`src/rtl/ahsct_pkg.sv`:
```
`timescale 1ns / 1ps
// ----------------------------------------------------------------------------
// ahsct_pkg: shared types, constants and helpers
// Fixed-point constants, handshake structs between the sequencer and its
// arithmetic units, and sign-magnitude helpers for the 64-bit datapath.
// ----------------------------------------------------------------------------
package ahsct_pkg;

  localparam int MAX_HALVINGS_DEF = 32;
  localparam int FRAC_BITS_DEF    = 44;

  localparam int PORT_W    = 32;
  localparam int PORT_FRAC = 28;
  localparam int TOL_W     = 29;
  localparam logic [TOL_W-1:0] TOL_RESET = 29'd268;

  // From this many halvings on the threshold is met, unless the tolerance is zero
  localparam int SHIFT_CAP = 35;

  // Integer bits of a tangent quotient (quotients of 8 or more saturate)
  localparam int QUOT_INT_BITS = 3;

  localparam logic [63:0] PORT_MAX = 64'h0000_0000_7FFF_FFFF;
  localparam logic [63:0] WIDE_LIM = 64'h7FFF_FFFF_FFFF_FFFF;

  // Multiplier request and response
  typedef struct packed {
    logic start;
    logic wide;    // clamp to the full 64-bit range instead of the port range
  } mul_req_t;

  typedef struct packed {
    logic        done;
    logic        neg;
    logic [63:0] mag;
  } mul_rsp_t;

  // Divider response
  typedef struct packed {
    logic        done;
    logic        flag;
    logic [63:0] value;
  } div_rsp_t;

  // Magnitude of a two's complement value
  function automatic logic [63:0] abs64(input logic [63:0] v);
    return v[63] ? (~v + 64'd1) : v;
  endfunction

  // Clamp a magnitude to a limit and apply a sign
  function automatic logic [63:0] sat_mag(input logic neg, input logic [63:0] mag,
                                          input logic [63:0] lim);
    logic [63:0] m;
    m = (mag > lim) ? lim : mag;
    return neg ? (~m + 64'd1) : m;
  endfunction

endpackage

```
`src/rtl/ahsct_mul.sv`:
```
`timescale 1ns / 1ps
// ----------------------------------------------------------------------------
// ahsct_mul: multi-cycle fixed-point multiplier
// Sign-magnitude 64x64 product built from four 32x32 partial products, then
// rounded half away from zero, scaled down by the fraction bits and clamped.
// ----------------------------------------------------------------------------
module ahsct_mul
  import ahsct_pkg::*;
#(
  parameter int FRAC_BITS = FRAC_BITS_DEF
) (
  input  logic               clk,
  input  logic               rst,
  input  mul_req_t           req,
  input  logic signed [63:0] a,
  input  logic signed [63:0] b,
  output mul_rsp_t           rsp
);

  localparam logic [63:0]  LIM = PORT_MAX << (FRAC_BITS - PORT_FRAC);
  localparam logic [127:0] RND = 128'd1 << (FRAC_BITS - 1);

  localparam logic [2:0] PP_LAST  = 3'd3;
  localparam logic [2:0] ACC_LAST = 3'd4;
  localparam logic [2:0] FIN      = 3'd5;

  logic         busy;
  logic [2:0]   cnt;
  logic [63:0]  am;
  logic [63:0]  bm;
  logic         neg;
  logic         wide;
  logic [63:0]  pp;
  logic [1:0]   pp_sh;
  logic [127:0] acc;

  logic [31:0]  ha;
  logic [31:0]  hb;
  logic         over;
  logic [63:0]  r;
  logic [63:0]  lim;
  logic [63:0]  r_sat;

  // Pick operand halves and scale the accumulated product
  always_comb begin
    ha    = cnt[0] ? am[63:32] : am[31:0];
    hb    = cnt[1] ? bm[63:32] : bm[31:0];
    over  = (acc >> (64 + FRAC_BITS)) != '0;
    r     = over ? '1 : acc[FRAC_BITS +: 64];
    lim   = wide ? WIDE_LIM : LIM;
    r_sat = (r > lim) ? lim : r;
  end

  // Step through partial products, accumulate, then finish
  always_ff @(posedge clk) begin
    if (rst) begin
      busy     <= 1'b0;
      cnt      <= '0;
      rsp.done <= 1'b0;
    end else begin
      rsp.done <= 1'b0;
      if (!busy) begin
        if (req.start) begin
          am   <= abs64(a);
          bm   <= abs64(b);
          neg  <= a[63] ^ b[63];
          wide <= req.wide;
          acc  <= RND;
          cnt  <= '0;
          busy <= 1'b1;
        end
      end else begin
        if (cnt <= PP_LAST) begin
          pp    <= 64'(ha) * 64'(hb);
          pp_sh <= {cnt[0] & cnt[1], cnt[0] ^ cnt[1]};
        end
        if (cnt != '0 && cnt <= ACC_LAST) begin
          acc <= acc + ({64'd0, pp} << {pp_sh, 5'd0});
        end
        if (cnt == FIN) begin
          rsp.mag  <= r_sat;
          rsp.neg  <= neg;
          rsp.done <= 1'b1;
          busy     <= 1'b0;
        end
        cnt <= cnt + 3'd1;
      end
    end
  end

endmodule

```
`config.mk`:
```
export PLATFORM = sky130hd
export DESIGN_NAME = ahsct_mul
export DESIGN_NICKNAME = d
export VERILOG_FILES = /design/src/rtl/ahsct_pkg.sv /design/src/rtl/ahsct_mul.sv
export SDC_FILE = /design/constraint.sdc
export NUM_CORES = 2
export LEC_CHECK = 0
export BUFFER_PORTS_ARGS = -buffer_cell sky130_fd_sc_hd__buf_4
export CAP_MARGIN = 20
export CORE_ASPECT_RATIO = 1.1
export CORE_MARGIN = 3
export CORE_UTILIZATION = 40
export CTS_CLUSTER_SIZE = 40
export DETAILED_ROUTE_END_ITERATION = 8
export SYNTH_ARGS = -nofsm -noshare
export SYNTH_HDL_FRONTEND = slang
export SYNTH_SLANG_ARGS = --single-unit
```
`constraint.sdc`:
```
create_clock -name clk -period 9.7 [get_ports clk]
set_clock_uncertainty 0.05 [all_clocks]
set_input_delay 2.425 -clock clk [delete_from_list [all_inputs] [get_ports clk]]
set_output_delay 2.425 -clock clk [all_outputs]
set_load 0.02 [all_outputs]
```
Yosys cells after proc, flatten, opt, wreduce, memory -nomap -nowiden
Index checks and enable logic that the tools add are counted.
{"block": "op_classes", "n_addsub": 4, "multipliers": 1, "n_lt_le_gt_ge": 3, "eq_ne": 2, "shifts": 1, "muxes": 16, "n_bitwise": 7, "n_reduce_logical": 9}
{"cell": "$mux W128", "n": 3}
{"cell": "$mux W63", "n": 3}
{"cell": "$add A128 B128 Y128", "n": 1}
{"cell": "$add A64 B1 Y64 const B", "n": 2}
{"cell": "$mux W64", "n": 2}
{"cell": "$not A64 Y64", "n": 2}
{"cell": "$reduce_bool A128 Y1", "n": 1}
{"cell": "$shl A64 B7 Y128", "n": 1}
{"cell": "$mux W66", "n": 1}
{"cell": "$gt A64 B63 Y1", "n": 1}
{"cell": "$mul A32 B32 Y64", "n": 1}
{"cell": "$mux W32", "n": 2}
{"cell": "$reduce_and A3 Y1", "n": 4}
{"cell": "$mux W3", "n": 2}
{"cell": "$add A3 B1 Y3 const B", "n": 1}
{"cell": "$eq A3 B3 Y1 const B", "n": 1}
{"cell": "$le A3 B2 Y1 const B", "n": 1}
{"cell": "$le A3 B3 Y1 const B", "n": 1}
{"cell": "$mux W1", "n": 3}
{"cell": "$reduce_bool A3 Y1", "n": 1}
{"cell": "$ne A2 B1 Y1 const B", "n": 1}
{"cell": "$not A1 Y1", "n": 2}
{"cell": "$reduce_bool A2 Y1", "n": 1}
{"cell": "$reduce_or A2 Y1", "n": 1}
{"cell": "3 further kinds", "n": 4}
{"block": "word_totals", "register_bits": 394, "inputBits": 132, "out_inout_bits": 66}

Logic depth before layout (Yosys ltp)
{"block": "logic_depth", "word_depth": 5, "mapped_depth": 34, "depth_no_buf": 29}

Worst setup path before layout
OpenSTA, ideal clock, no wires.
{"block": "synth_path", "path_kind": "input -> register", "from": "in rst", "to": "reg acc[0], enable pin", "setup_ns": 0.657, "arrival_time_ns": 8.791, "t_required_ns": 8.993, "path_slack_ns": 0.202, "path_stages": 2, "path_buffers": 1, "cell_sequence": "buf_1 > a21oi_1"}
{"block": "synth_via", "elab_chain_len": 2}
{"item": "start: declaration", "line_no": "ahsct_mul.sv:13", "text": "input logic rst,"}
{"item": "$not A1 Y1 (no line)"}
{"item": "$reduce_and A3 Y1 (no line)"}
{"item": "end signal: assignment", "line_no": "ahsct_mul.sv:78", "text": "acc <= acc + ({64'd0, pp} << {pp_sh, 5'd0});"}
{"item": "end: declaration", "line_no": "ahsct_mul.sv:35", "text": "logic [127:0] acc;"}
Every way passes these cells.
A chain may end at the register's enable or synchronous reset.

Worst setup path after layout
{"block": "layout_path", "from": "reg cnt[1]", "to": "reg pp[61], data pin"}
{"block": "layout_via", "elab_chain_len": 2}
{"item": "start: declaration", "line_no": "ahsct_mul.sv:28", "text": "logic [2:0] cnt;"}
{"item": "start signal: assignment", "line_no": "ahsct_mul.sv:86", "text": "cnt <= cnt + 3'd1;"}
{"item": "$mux W32", "line_no": "ahsct_mul.sv:47", "text": "hb = cnt[1] ? bm[63:32] : bm[31:0];"}
{"item": "$mul A32 B32 Y64", "line_no": "ahsct_mul.sv:74", "text": "pp <= 64'(ha) * 64'(hb);"}
{"item": "end signal: assignment", "line_no": "ahsct_mul.sv:74"}
{"item": "end: declaration", "line_no": "ahsct_mul.sv:33", "text": "logic [63:0] pp;"}
Every way passes these cells.

==> results.yml <==
synth:
  synth.net_count: 7849
  yosysSeqAreaShare_pct: 20.0
  syn_area_per_cell_um2: 9.23
  synth-seq-cells: 394
  async_reset_ff_share_pct: 0
  synth_top_cell_by_area: "fa_1"
  ys_types: 72
  postSynthCellCount: 6392
  synth_ff_type: "edfxtp_1"
  ys_warn_count: 0
  synthesis.area_um2: 59000
  synth.area.top_cells: "fa_1, edfxtp_1, ha_1"
  netlist.area_leader.share_pct: 30.4
  synth_edf_count: 389
finish:
  final_nets: 7950
  mostFrequentLayoutCells: "inv_1, nor2_1, fa_1"
  regArea_um2: 11800
  layout_commonest_cell: "inv_1"
  nFillCells: 14283
  drive_gt1_share_pct: 9.63
  area_growth_pct: 10.0
  multi_input_area_um2: 42900
critical_path:
  timing.critical_path.buf_inv: 4
  crit_fanout: 30
  r2r-end: "pp[61]$_DFFE_PP_"
  critical_path_required_ns: 10.02
  slowest_delay_ns: 0.69
  reg2reg_depth: 27
  critPathKind: "register to register"
  endpoint: "pp[61]$_DFFE_PP_"
  crit_arrival_ns: 9.58
  start_kind: "register"
  r2r_start: "cnt[1]$_SDFFE_PP0P_"
  crit_family: "adder cells"
  path_depth: 27
  cpMostUsedCell: "fa_1"
  crit_path_start: "cnt[1]$_SDFFE_PP0P_"
  r2r_setup_slack_ns: 0.44
  cpMaxStageDelayCell: "dfxtp_4"
  endpoint_kind: "register"
detailed_routing:
  vias_per_cell: 5.55
  drc: 0
  dr.first_iter.drc_count: 3657
  vias: 46997
  antenna_left: 0
  wl_um: 206000
  wl_per_cell_um: 24.3
  first_pass_iters: 6
sta:
  clock.fmax_mhz: 108
  whs_ns: 0.548
  worst_pin_slew_ns: 1.15
  setup_ws_ns: 0.441
  hold_viol_final: 0
  finalSetupViolations: 0
  tns_ns: 0
  rsz0062_at_grt: "false"
  min_period_ns: 9.26
  slew_violations: 0
  relSlewSlack_pct: 21.2
  fin_crit_sh_pct: 95.5
floorplan:
  ios: 198
  dieArea_um2: 152000
  core_area_um2: 146000
  die_h_um: 409
  die_width_um: 372
  rows: 147
  initial_core_util_pct: 40.3
placement:
  place_ws_ns: 0.412
  place_hpwl_um: 170000
  gp_congestion: 0.970
  portBuffers: 197
clock_tree:
  cts.sink_count: 394
  cts_tree: "yes"
  ctsHoldBuffers: 0
  clk_pin_slew_ns: 0.07
  cts_buffer_depth: 3
  clockRootBuffer: "clkbuf_16"
  clk_latency_ns: 0.65
  cts-htree-levels: 2
  numCtsBuffers: 48
grt:
  grt_pass1_vias: 49013
  grt.overflow.total: 0
  grt_start_max_net_pins: 129
  track_usage_pct: 26.9
  antenna_found_initial: 6
  grt_first_pass_wirelength_um: 305000
run_status:
  outcome: "finished, final reports clean"
worst_hold_path:
  hold_depth: 1
  hp-class: "register to register"
  min_from: "acc[62]$_SDFFCE_PN0P_"
run:
  maxCapViolCount: 0
## synth_stat cells, types with 32 or more instances
| library cell | n |
|---|---|
| o21ai_0 | 201 |
| xor2_1 | 70 |
| edfxtp_1 | 389 |
| or3_1 | 34 |
| nand2_1 | 648 |
| a21o_1 | 120 |
| mux2i_1 | 101 |
| o31ai_1 | 49 |
| and2_1 | 47 |
| xnor2_1 | 236 |
| a31oi_1 | 32 |
| nor2_1 | 905 |
| a22o_1 | 33 |
| o21bai_1 | 52 |
| o21a_1 | 57 |
| nand4_1 | 86 |
| clkbuf_1 | 273 |
| nor3_1 | 48 |
| a21oi_1 | 272 |
| or2_2 | 71 |
| mux2_2 | 62 |
| nand3_1 | 47 |
| fa_1 | 897 |
| nor2b_1 | 50 |
| ha_1 | 428 |
| inv_1 | 915 |
## cell type report
| class | instances | area share [%] |
|---|---|---|
| diodes | 2 | 0.00771 |
| multi-input cells | 4785 | 66.1 |
| flip-flops and latches | 394 | 18.2 |
| inverters | 915 | 5.30 |
| repair buffers | 349 | 4.18 |
| well taps | 1937 | 3.73 |
| clock inverters | 36 | 0.596 |
| clock buffers | 52 | 1.91 |
## timing repair
action	in CTS	in global routing
buffers inserted	0	1
gates resized for setup	0	1
endpoints found under the setup margin	0	3
## state kept, by name, indices dropped and copies added (netlist names)
name	flops
acc	128
neg	1
bm	64
wide	1
busy	1
rsp	66
pp	64
cnt	3
pp_sh	2
am	64
## worst min path at each step
stage                                   end  slack, ns
after floorplan           rsp[64]$_DFFE_PP_       0.35
after global placement    rsp[17]$_DFFE_PP_       0.53
after detailed placement  rsp[18]$_DFFE_PP_       0.54
after CTS                 rsp[18]$_DFFE_PP_       0.55
after global routing      rsp[17]$_DFFE_PP_       0.57
final                     rsp[18]$_DFFE_PP_       0.55
## cell families after synthesis
kind of cell / synth area share (%)
other: 0.00636
adders and majority gates: 39.5
and+or+nand+nor: 15.2
muxes: 2.90
xor gates and xnor gates: 4.54
buffers and inverters: 7.72
AOI/OAI and AO/OA: 10.1
DFF: 20.0
## layer usage
| layer | GRT usage (%) | part of all wire (%) | vias up |
|---|---|---|---|
| li1 | - | - | 20997 |
| met1 | 32.7 | 38 | 23460 |
| met2 | 44.5 | 47 | 2017 |
| met3 | 4.44 | 7.5 | 517 |
| met4 | 16.4 | 7.4 | 6 |
| met5 | 0 | 0.017 | - |
## per-stage QoR
step                util, %  instance area [um^2]  cells
floorplan                 -                 59000   6392
CTS                    44.3                 64800   8466
detailed placement     43.2                 63200   8378
finish                 44.4                 64900   8470
global placement       43.2                 63200   8376
global route           44.4                 64900   8469
Power is left out: the tool's default activity adds up to more than one toggle a clock period on the data nets, which glitch-free logic cannot reach.
