--- config.mk ---
export PLATFORM = sky130hd
export DESIGN_NAME = ahsct_div
export DESIGN_NICKNAME = d
export VERILOG_FILES = /design/src/rtl/ahsct_pkg.sv /design/src/rtl/ahsct_div.sv
export SDC_FILE = /design/constraint.sdc
export NUM_CORES = 1
export LEC_CHECK = 0
export ABC_AREA = 1
export BUFFER_PORTS_ARGS = -buffer_cell sky130_fd_sc_hd__buf_2
export CAP_MARGIN = 20
export CORE_MARGIN = 1.5
export CORE_UTILIZATION = 48
export CTS_CLUSTER_DIAMETER = 120
export DETAILED_ROUTE_END_ITERATION = 10
export PLACE_DENSITY = 0.66
export SLEW_MARGIN = 10
export SYNTH_ARGS = -nofsm -noshare
export SYNTH_HDL_FRONTEND = slang
export SYNTH_SLANG_ARGS = --single-unit
--- constraint.sdc ---
create_clock -name clk -period 12.1 [get_ports clk]
set_input_delay 1.21 -clock clk [delete_from_list [all_inputs] [get_ports clk]]
set_output_delay 1.21 -clock clk [all_outputs]
set_load 0.03 [all_outputs]
--- src/rtl/ahsct_pkg.sv ---
`timescale 1ns / 1ps
// ----------------------------------------------------------------------------
// ahsct_pkg: shared types, constants and helpers
// Fixed-point constants, handshake structs between the sequencer and its
// arithmetic units, and sign-magnitude helpers for the 64-bit datapath.
// ----------------------------------------------------------------------------
package ahsct_pkg;

  localparam int MAX_HALVINGS_DEF = 32;
  localparam int FRAC_BITS_DEF    = 44;

  localparam int PORT_W    = 32;
  localparam int PORT_FRAC = 28;
  localparam int TOL_W     = 29;
  localparam logic [TOL_W-1:0] TOL_RESET = 29'd268;

  // From this many halvings on the threshold is met, unless the tolerance is zero
  localparam int SHIFT_CAP = 35;

  // Integer bits of a tangent quotient (quotients of 8 or more saturate)
  localparam int QUOT_INT_BITS = 3;

  localparam logic [63:0] PORT_MAX = 64'h0000_0000_7FFF_FFFF;
  localparam logic [63:0] WIDE_LIM = 64'h7FFF_FFFF_FFFF_FFFF;

  // Multiplier request and response
  typedef struct packed {
    logic start;
    logic wide;    // clamp to the full 64-bit range instead of the port range
  } mul_req_t;

  typedef struct packed {
    logic        done;
    logic        neg;
    logic [63:0] mag;
  } mul_rsp_t;

  // Divider response
  typedef struct packed {
    logic        done;
    logic        flag;
    logic [63:0] value;
  } div_rsp_t;

  // Magnitude of a two's complement value
  function automatic logic [63:0] abs64(input logic [63:0] v);
    return v[63] ? (~v + 64'd1) : v;
  endfunction

  // Clamp a magnitude to a limit and apply a sign
  function automatic logic [63:0] sat_mag(input logic neg, input logic [63:0] mag,
                                          input logic [63:0] lim);
    logic [63:0] m;
    m = (mag > lim) ? lim : mag;
    return neg ? (~m + 64'd1) : m;
  endfunction

endpackage

--- src/rtl/ahsct_div.sv ---
`timescale 1ns / 1ps
// ----------------------------------------------------------------------------
// ahsct_div: bit-serial tangent doubling divider
// Computes 2t/d in fixed point, one quotient bit per cycle by restoring
// division, truncating toward zero and saturating on zero or large quotients.
// ----------------------------------------------------------------------------
module ahsct_div
  import ahsct_pkg::*;
#(
  parameter int FRAC_BITS = FRAC_BITS_DEF
) (
  input  logic               clk,
  input  logic               rst,
  input  logic               start,
  input  logic signed [63:0] t,
  input  logic signed [63:0] d,
  output div_rsp_t           rsp
);

  localparam logic [63:0] LIM   = PORT_MAX << (FRAC_BITS - PORT_FRAC);
  localparam int          STEPS = FRAC_BITS + QUOT_INT_BITS;
  localparam int          QW    = STEPS;
  localparam int          CNT_W = $clog2(STEPS);
  localparam logic [CNT_W-1:0] CNT_LAST = CNT_W'(STEPS - 1);
  localparam logic [CNT_W-1:0] INT_END  = CNT_W'(QUOT_INT_BITS);
  localparam logic [CNT_W-1:0] SH_END   = CNT_W'(QUOT_INT_BITS - 1);

  typedef enum logic [1:0] {D_IDLE, D_CHECK, D_RUN, D_FIN} dstate_t;

  dstate_t          state;
  logic [63:0]      rem;
  logic [65:0]      dsh;
  logic [63:0]      dm;
  logic [QW-1:0]    q;
  logic             neg;
  logic             tneg;
  logic [CNT_W-1:0] cnt;

  logic [63:0]      t_mag;
  logic             frac;
  logic [65:0]      trial;
  logic             ge;
  logic [65:0]      diff;
  logic             too_big;
  logic [63:0]      q_full;

  // One restoring step; the divisor shifts down through the integer bits
  always_comb begin
    t_mag   = abs64(t);
    frac    = (cnt >= INT_END);
    trial   = frac ? {1'b0, rem, 1'b0} : {2'b00, rem};
    ge      = (trial >= dsh);
    diff    = trial - dsh;
    too_big = ({3'b000, rem} >= {dm, 3'b000});
    q_full  = 64'(q);
  end

  always_ff @(posedge clk) begin
    if (rst) begin
      state    <= D_IDLE;
      rsp.done <= 1'b0;
    end else begin
      rsp.done <= 1'b0;
      unique case (state)
        D_IDLE: begin
          if (start) begin
            rem   <= {t_mag[62:0], 1'b0};
            dm    <= abs64(d);
            neg   <= t[63] ^ d[63];
            tneg  <= t[63];
            state <= D_CHECK;
          end
        end
        // Catch division by zero and quotients of 8 or more
        D_CHECK: begin
          if (dm == '0) begin
            rsp.value <= sat_mag(tneg, LIM, LIM);
            rsp.flag  <= 1'b1;
            rsp.done  <= 1'b1;
            state     <= D_IDLE;
          end else if (too_big) begin
            rsp.value <= sat_mag(neg, LIM, LIM);
            rsp.flag  <= 1'b1;
            rsp.done  <= 1'b1;
            state     <= D_IDLE;
          end else begin
            dsh   <= {dm, 2'b00};
            q     <= '0;
            cnt   <= '0;
            state <= D_RUN;
          end
        end
        D_RUN: begin
          rem <= ge ? diff[63:0] : trial[63:0];
          q   <= {q[QW-2:0], ge};
          if (cnt < SH_END) begin
            dsh <= dsh >> 1;
          end
          if (cnt == CNT_LAST) begin
            state <= D_FIN;
          end
          cnt <= cnt + 1'b1;
        end
        // Clamp to the port range and apply the sign
        D_FIN: begin
          rsp.value <= sat_mag(neg, q_full, LIM);
          rsp.flag  <= (q_full > LIM);
          rsp.done  <= 1'b1;
          state     <= D_IDLE;
        end
        default: state <= D_IDLE;
      endcase
    end
  end

endmodule

* After elaboration in Yosys (flattened, before gate mapping) *
Index checks and enable logic that the tools add are counted.

operators by class
  add/subtract/negate cells = 5
  $mul = 0
  divide/modulo/power cells = 0
  magnitude comparators = 5
  eq/ne operators = 10
  shift operators = 0
  muxes and demuxes = 28
  bitwise operators = 5
  reduce and logical (&&, ||, !) cells = 11

operators with widths
  operator                                                         number
  66-bit 2-to-1 mux                                                5
  64-bit 2-to-1 mux                                                5
  66-bit case mux with 2 select lines                              2
  47-bit 2-to-1 mux                                                3
  64-bit by 1-bit adder with 64-bit output, second input constant  2
  64-bit case mux with 2 select lines                              1
  63-bit 2-to-1 mux                                                2
  47-bit case mux with 2 select lines                              1
  64-bit by 67-bit >= comparator with 1-bit output                 1
  65-bit by 66-bit >= comparator with 1-bit output                 1
  65-bit 2-to-1 mux                                                1
  64-bit logical NOT                                               1
  47-bit inverter with 64-bit output                               1
  64-bit inverter                                                  1
  64-bit subtractor                                                1
  63-bit by 1-bit adder with 63-bit output, second input constant  1
  63-bit inverter                                                  1
  47-bit greater-than comparator, second input constant            1
  6-bit 2-to-1 mux                                                 2
  6-bit case mux with 2 select lines                               1
  2-bit != test, second input constant                             5
  3-bit AND reduction                                              3
  2-bit 2-to-1 mux                                                 4
  2-bit case mux with 4 select lines                               1
  14 further kinds                                                 17

storage, ports and cells
  register bits after elaboration = 317
  latch bits = 0
  RAM bits = 0
  memory bits (read-only) = 0
  input port bits = 131
  output and inout port bits = 66
  memories kept = 0

* Longest topological paths before layout *
Gate-level depths: netlist of run 1.

  depth in word-level cells = 6
  gate-level depth with buffers = 25

* Worst setup path before layout of run 1 *
Ideal clock, no wire load.

  path kind = input-to-reg
  start point = input rst
  end point = register dm[0], enable pin
  arrival time = 7,520 ps
  data required time = 11,447 ps
  path slack = 3,927 ps
  stages = 1
  path through = nor4_1

on the way
  word-level cells in the longest chain between the ends = 2

ends and longest elaborated chain
  element                               RTL line         source
  from (decl)                           ahsct_div.sv:13  input logic rst,
  1-bit inverter (no source line)       --
  3-bit AND reduction (no source line)  --
  to (signal assigned)                  ahsct_div.sv:68  dm <= abs64(d);
  to (decl)                             ahsct_div.sv:33  logic [63:0] dm;

No other way between the ends.
A chain may end at the register's enable or synchronous reset.

* Worst setup path after layout of run 1 *
  start point = register cnt[0]
  end point = register rem[1], data pin

on the way
  word-level cells in the longest chain between the ends = 5

ends and longest elaborated chain
  element                                                                                RTL line                          source
  from (decl)                                                                            ahsct_div.sv:37                   logic [CNT_W-1:0] cnt;
  from (signal assigned)                                                                 ahsct_div.sv:102                  cnt <= cnt + 1'b1;
  6-bit by 2-bit >= comparator with 1-bit output *                                       ahsct_div.sv:50                   frac = (cnt >= INT_END);
  65-bit 2-to-1 mux *                                                                    ahsct_div.sv:51                   trial = frac ? {1'b0, rem, 1'b0} : {2'b00, rem};
  64-bit subtractor or 65-bit by 66-bit >= comparator with 1-bit output (tied branches)  ahsct_div.sv:53, ahsct_div.sv:52
  64-bit 2-to-1 mux *                                                                    ahsct_div.sv:94                   rem <= ge ? diff[63:0] : trial[63:0];
  64-bit case mux with 2 select lines *                                                  ahsct_div.sv:64                   unique case (state)
  to (signal assigned)                                                                   ahsct_div.sv:67                   rem <= {t_mag[62:0], 1'b0};
  to (signal assigned)                                                                   ahsct_div.sv:94
  to (decl)                                                                              ahsct_div.sv:31                   logic [63:0] rem;

Every way passes the cells marked *; elsewhere a longest branch is shown, timed or not.

==> results of run 1 <==
## cell usage after synthesis (7+ instances only)
cell	instances
inv_2	42
buf_6	7
o21a_1	7
nor3_1	63
inv_1	479
ha_1	132
nor4_1	51
a21boi_0	7
a21o_1	7
nand4_1	83
nand3_1	280
buf_2	12
o21bai_1	19
or2_2	10
o21ai_1	19
a21oi_1	157
clkbuf_1	75
xor2_1	72
nor2_1	408
buf_1	11
xnor2_1	56
o31ai_1	9
a31oi_1	7
o21ai_0	193
edfxtp_1	314
nand3b_1	80
nand2_1	1042
## layout make-up
class,instances,area (um2),area share [%]
Sequential cell,317,9490,32.7
Timing Repair Buffer,214,1130,3.88
Clock inverter,23,186,0.641
Antenna cell,8,20.0,0.0689
Inverter,526,1980,6.80
Clock buffer,47,1030,3.53
Multi-Input combinational cell,2766,14400,49.4
Tap cell,696,871,3.00
## layout by cell type (no fill, tap or decap), types with 5 or more instances in the layout
cell and count:
ha_1 132, clkinv_2 5, o21ai_1 19, diode_2 8
edfxtp_1 314, nor2_1 407, nand2_2 6, clkinvlp_4 5
a21boi_0 7, or2_2 10, a21oi_1 156, nand4_1 83
o211ai_1 5, o21a_1 7, xor2_1 72, clkbuf_16 40
inv_1 479, nor3_1 62, a21o_1 7, nor4_1 50
o21ai_0 193, o31ai_1 9, buf_4 17, xnor2_1 56
nor3_2 6, nand3_1 280, nand3b_1 80, buf_2 196
a31oi_1 7, inv_2 41, clkinv_1 13, clkbuf_1 7
nand2_1 1041, o21bai_1 19
## routing by layer
layer,vias up,wire length (um)
met5,-,115
li1,12600,-
met2,1366,37900
met1,12200,43100
met3,131,11300
met4,18,2210
## where the power goes
group | internal (mW) | leakage (nW) | switching (mW)
Sequential | 1.30 | 2.95 | 0.0576
Combinational | 0.299 | 9.55 | 0.683
Clock | 0.650 | 0.578 | 0.481
Total | 2.25 | 13.1 | 1.22
## how the worst max path moves through the flow
stage                     endpoint  cells after the start
final                       rem[1]                     22
after CTS                  rem[37]                     22
after floorplan              dm[0]                      1
after global routing        rem[0]                     22
after global placement      rem[0]                     22
after detailed placement   rem[60]                     22
## flip-flops by register name (all words and copies together) (netlist names), named ones only
register	flops
neg	1
q	47
rem	64
cnt	6
rsp	66
dm	64
state	1
dsh	66
tneg	1
## cells by family after synthesis
group	synth area share, %
adders and majority gates	6.37
buffers and inverters	9.31
AOI/OAI and AO/OA	9.79
DFF	36.2
and+or+nand+nor	34.1
xor gates and xnor gates	4.27
## per-stage QoR
| step | setup WS, ns | util [%] | std cells | hold slack (ns) | instance area, um2 |
|---|---|---|---|---|---|
| 3_5_place_dp | 6.31 | 51.6 | 4519 | 0.544 | 27800 |
| 5_1_grt | 5.77 | 53.9 | 4595 | 0.572 | 29100 |
| 2_1_floorplan | 3.93 | - | 3715 | 0.525 | 26200 |
| 3_3_place_gp | 6.44 | 51.6 | 4519 | 0.535 | 27800 |
| 4_1_cts | 6.30 | 53.9 | 4589 | 0.557 | 29000 |
| 6_report | 6.19 | 53.9 | 4597 | 0.555 | 29100 |
## critical path: stages, from the launching register on
cell	delay (ns)
edfxtp_1	0.46
ha_1	0.29
nor3_4	0.18
buf_4	0.60
inv_1	0.58
buf_4	0.42
nor2_1	0.19
inv_1	0.06
ha_1	0.20
fa_1	0.43
o21ai_2	0.25
a21oi_2	0.13
o21bai_2	0.26
nand2_1	0.09
nand2_1	0.11
nand2_1	0.09
nand3_2	0.10
nand2_4	0.05
nand2_2	0.05
buf_4	0.64
nand2_1	0.15
nand3_1	0.12
nand2_1	0.06
==> run_results.csv, run 1 <==
group,metric,value,unit
yosys,synth.distinct_cells,57,
detailed_routing,wirelength,94600,um
detailed_routing,vias,26300,
place,io_buffer_count,196,
clock_network,cts_tree,"built",
global_route,grt-busiest-layer,"met1",
detailed_routing,wire_per_inst,20.6,um
worst_setup_path,r2r_start,"cnt[0]",
yosys,synth-edff-count,314,
floorplanning,die_area,56100,um2
power,ir_drop,0.0978,mV
timing,setup_viol_count_final,0,
detailed_routing,ant_nets,0,
timing,finalHoldViolCount,0,
yosys,synth_top_area_share,35.9,%
worst_setup_path,critPathRequiredTime,12.41,ns
power,p_per_area,120,nW/um2
global_route,use_met3,7.97,%
clock_network,clk_latency,0.56,ns
clock_network,cts.repair.resized,0,
timing,fin_crit,5.91,ns
hold_path,hold_class,"flip-flop to flip-flop",
yosys,syn_inst,3715,
global_route,grt_antenna_before_repair,17,
yosys,syn-num-nets,3979,
hold_path,min_to,"dsh[24]",
clock_network,cts_inserted_buffers,39,
worst_setup_path,r2r_slack,6.19,ns
worst_setup_path,path_max_fanout,73,
cells_and_area,drive_gt1_share,9.38,%
yosys,syn-cell-area,26200,um2
global_route,grtUsageTotal,33.2,%
yosys,synth_seq_cells,317,
worst_setup_path,cp.arrival,6.22,ns
cells_and_area,area_growth_syn_to_layout,10.8,%
hold_path,hp-start,"dsh[25]",
yosys,synth_area_leaders,"edfxtp_1, nand2_1, inv_1, ha_1, nor2_1",
floorplanning,die_w,237,um
worst_setup_path,end_kind,"flip-flop",
timing,rsz0062_at_grt,"false",
timing,tns,0,ns
cells_and_area,layout.nets,4128,
clock_network,numClockSinks,317,
clock_network,post_cts_buffers,0,
yosys,yosysWarnings,0,
yosys,async_reset_ff_share,0,%
detailed_routing,drcViolationCount,0,
place,place_congestion,1.03,
yosys,synthFlopType,"edfxtp_1",
timing,fin_skew,0.0189,ns
yosys,syn_avg_cell_area,7.06,um2
timing,fmax,0.169,GHz
floorplanning,row_count,85,
hold_path,holdPathStages,2,
global_route,use_met2,46.5,%
yosys,yosysTopAreaCell,"edfxtp_1",
global_route,grt_pass1_vias,23800,
clock_network,clk_pin_slew,0.06,ns
global_route,grt_use_met1,50.8,%
clock_network,holdBufCountCts,0,
worst_setup_path,setup.worst_path.class,"flip-flop to flip-flop",
clock_network,clockRootBuffer,"clkbuf_16",
worst_setup_path,cp-startpoint,"cnt[0]",
status,status,"finished, final reports clean",
flow_run,cap_violations,0,
detailed_routing,viasPerCell,5.72,
power,p_leak,13.1,nW
floorplanning,start_util,48.7,%
cells_and_area,nFillCells,5403,
worst_setup_path,start_kind,"flip-flop",
timing,fin_crit_sh,48.8,%
floorplanning,core_area,53900,um2
global_route,grt_pass1_wl,142000,um
power,finalPower,3.47,mW
detailed_routing,drt_iter0_drc,3349,
place,hpwl,74700,um
timing,slew_headroom,22.3,%
detailed_routing,firstDrtPassIters,6,
clock_network,clockBufferDepth,3,
yosys,ys_seq_area_share,36.2,%
worst_setup_path,ff2ff_path_depth,22,
global_route,grt_max_degree,197,
clock_network,h-tree-depth,2,
timing,worst_pin_slew,1.15,ns
floorplanning,pin_count,197,
floorplanning,die_h,237,um
global_route,grt-ovfl-total,0,
worst_setup_path,worstReg2RegEnd,"rem[1]",
timing,slew_violations,0,
(Power assumes the default switching activity.)
==> inputs of run 2 (changes only) <==
clock period = 6 ns   (was 12.1 ns; I/O delays follow)
==> run 2 against run 1 <==
Clock skew is 0.0060 ns higher. Hold slack got worse by 0.25 ns. Total power is 110% higher. Sequential share of layout area shrank 0.13 points. Critical path type unchanged. Maximum frequency grew 20%. Sequential power up 100%. Count of clock-buffer cells in the layout decreased by 4. Final cell count barely moved.
==> run_results.csv, run 2 (same netlist as run 1, synthesis figures left out) <==
group,metric,value,unit
status,status,"finished, final reports clean",
hold_path,hp-start,"d[0]",
detailed_routing,wirelength,95700,um
clock_network,clockRootBuffer,"clkbuf_16",
cells_and_area,drive_gt1_share,9.38,%
worst_setup_path,critPathRequiredTime,6.31,ns
clock_network,post_cts_buffers,0,
worst_setup_path,path_max_fanout,72,
worst_setup_path,cp_cell_sequence,"ha_1, nor3_4, buf_4, nand2_1, nand2_1, ha_1, nand2_1, nor2_1, nand3_1, nor3_1, nand4_1, nand2_1, a211oi_4, nand2_2, buf_12, nand2_1, nand3_1, nand2_1",
timing,finalHoldViolCount,0,
detailed_routing,viasPerCell,5.76,
power,p_per_area,247,nW/um2
power,p_leak,13.1,nW
worst_setup_path,ff2ff_path_depth,18,
power,power.internal,4.73,mW
worst_setup_path,cp.arrival,5.24,ns
timing,slew_headroom,13.8,%
floorplanning,start_util,48.7,%
clock_network,holdBufCountCts,0,
floorplanning,row_count,85,
clock_network,clk_latency,0.58,ns
detailed_routing,vias,26500,
worst_setup_path,slowest_stage,"buf_4",
cells_and_area,mostFrequentLayoutCells,"nand2_1, inv_1, nor2_1",
clock_network,clockBufferDepth,3,
timing,rsz0062_at_grt,"false",
floorplanning,pin_count,197,
detailed_routing,firstDrtPassIters,7,
timing,fin_skew,0.0249,ns
hold_path,min_to,"dm[0]",
floorplanning,die_w,237,um
flow_run,cap_violations,0,
cells_and_area,utilization,54.1,%
cells_and_area,regArea,9490,um2
worst_setup_path,setup.worst_path.class,"flip-flop to flip-flop",
clock_network,cts.repair.resized,0,
clock_network,h-tree-depth,2,
worst_setup_path,cp_common_cell,"nand2_1",
detailed_routing,ant_nets,0,
global_route,grtUsageTotal,33.7,%
detailed_routing,wire_per_inst,20.8,um
worst_setup_path,worstReg2RegEnd,"rem[4]",
detailed_routing,drcViolationCount,0,
clock_network,cts_tree,"built",
timing,fin_crit_sh,82.1,%
worst_setup_path,end_kind,"flip-flop",
global_route,grt-ovfl-total,0,
place,dp.cells,4518,
cells_and_area,area_growth_syn_to_layout,11.2,%
floorplanning,die_h,237,um
cells_and_area,layout.nets,4126,
worst_setup_path,crit_family,"simple AND/OR/NAND/NOR gates",
power,p_seq_share,38.1,%
place,pre_cts_ws,1.29,ns
power,power_frac_clock,34.5,%
power,p_switching,2.48,mW
power,p_sw_share,34.4,%
timing,setup_viol_count_final,0,
worst_setup_path,start_kind,"flip-flop",
place,place_congestion,1.04,
global_route,grt_antenna_before_repair,14,
timing,tns,0,ns
worst_setup_path,r2r_start,"cnt[0]",
timing,worst_slack,1.07,ns
timing,fin_crit,4.93,ns
floorplanning,core_area,53900,um2
global_route,grt_pass1_wl,145000,um
global_route,grt_pass1_vias,24100,
cells_and_area,stdcell_count,4593,
place,hpwl,75600,um
floorplanning,die_area,56100,um2
cells_and_area,top_regs,"dsh (66), rsp (66)",
worst_setup_path,cp.buffers_inverters,2,
clock_network,clk_pin_slew,0.06,ns
timing,slew_violations,0,
cells_and_area,layout_commonest_cell,"nand2_1",
cells_and_area,fin_area,29200,um2
power,ir_drop,0.184,mV
timing,fmax,0.203,GHz
place,io_buffer_count,196,
power,comb_power_share,27.4,%
cells_and_area,multi_input_area,14400,um2
global_route,grt_max_degree,198,
detailed_routing,drt_iter0_drc,3529,
place,placed_area,27800,um2
cells_and_area,nFillCells,5417,
hold_path,holdPathStages,1,
worst_setup_path,critPathMaxStageDelay,0.67,ns
clock_network,cts_inserted_buffers,38,
clock_network,numClockSinks,317,
timing,worst_pin_slew,1.28,ns
hold_path,hold_class,"input pin to flip-flop",
worst_setup_path,r2r_slack,1.07,ns
==> run 2: layout make-up <==
type / count / area share [%]
Clock buffer: 43 / 3.40
Timing Repair Buffer: 213 / 3.89
Clock inverter: 27 / 1.11
Tap cell: 696 / 2.98
Multi-Input combinational cell: 2766 / 49.3
Antenna cell: 5 / 0.0429
Sequential cell: 317 / 32.5
Inverter: 526 / 6.78
==> run 2: worst register-to-register path, delay by kind of cell (launching register included) <==
family,cells,cell delay [ns]
flip-flops,1,0.45
buffers and inverters,2,0.99
AO/OA/AOI/OAI,1,0.05
AND/OR/NAND/NOR,13,2.61
adder cells (fa/ha/maj),2,0.57
==> run 2: how the worst max path moves through the flow <==
stage                  from  depth (start not counted)  endpoint  slack [ns]
global placement     cnt[0]                         18   rem[51]        1.20
CTS                  cnt[0]                         18    rem[4]        1.27
detailed placement   cnt[0]                         18   rem[51]        1.29
global route         cnt[0]                         18   rem[51]        0.81
floorplan           rem[32]                         11    cnt[0]        0.08
finish               cnt[0]                         18    rem[4]        1.07
==> run 2: stage by stage <==
step	hold slack, ns	total power, mW
after floorplan	0.525	4.04
after global placement	0.537	4.70
after detailed placement	0.546	4.70
after CTS	0.284	7.18
after global routing	0.311	7.50
final	0.303	7.21
==> run 2: metal layers <==
metal,part of all wire (%),track usage [%],wire length (um),vias up
met1,44,50.9,42300,12300
met2,42,49.2,39800,1404
met5,0.10,0,99,-
met3,12,6.26,11200,131
met4,2.3,8.92,2170,14
li1,-,-,-,12600
==> run 2: power groups by stage <==
stage                     sequential (mW)  clock [mW]  combinational (mW)
after floorplan                      2.76           0                1.29
after global placement               2.79           0                1.91
after detailed placement             2.79           0                1.91
after CTS                            2.74        2.51                1.92
after global routing                 2.76        2.58                2.16
final                                2.75        2.49                1.98
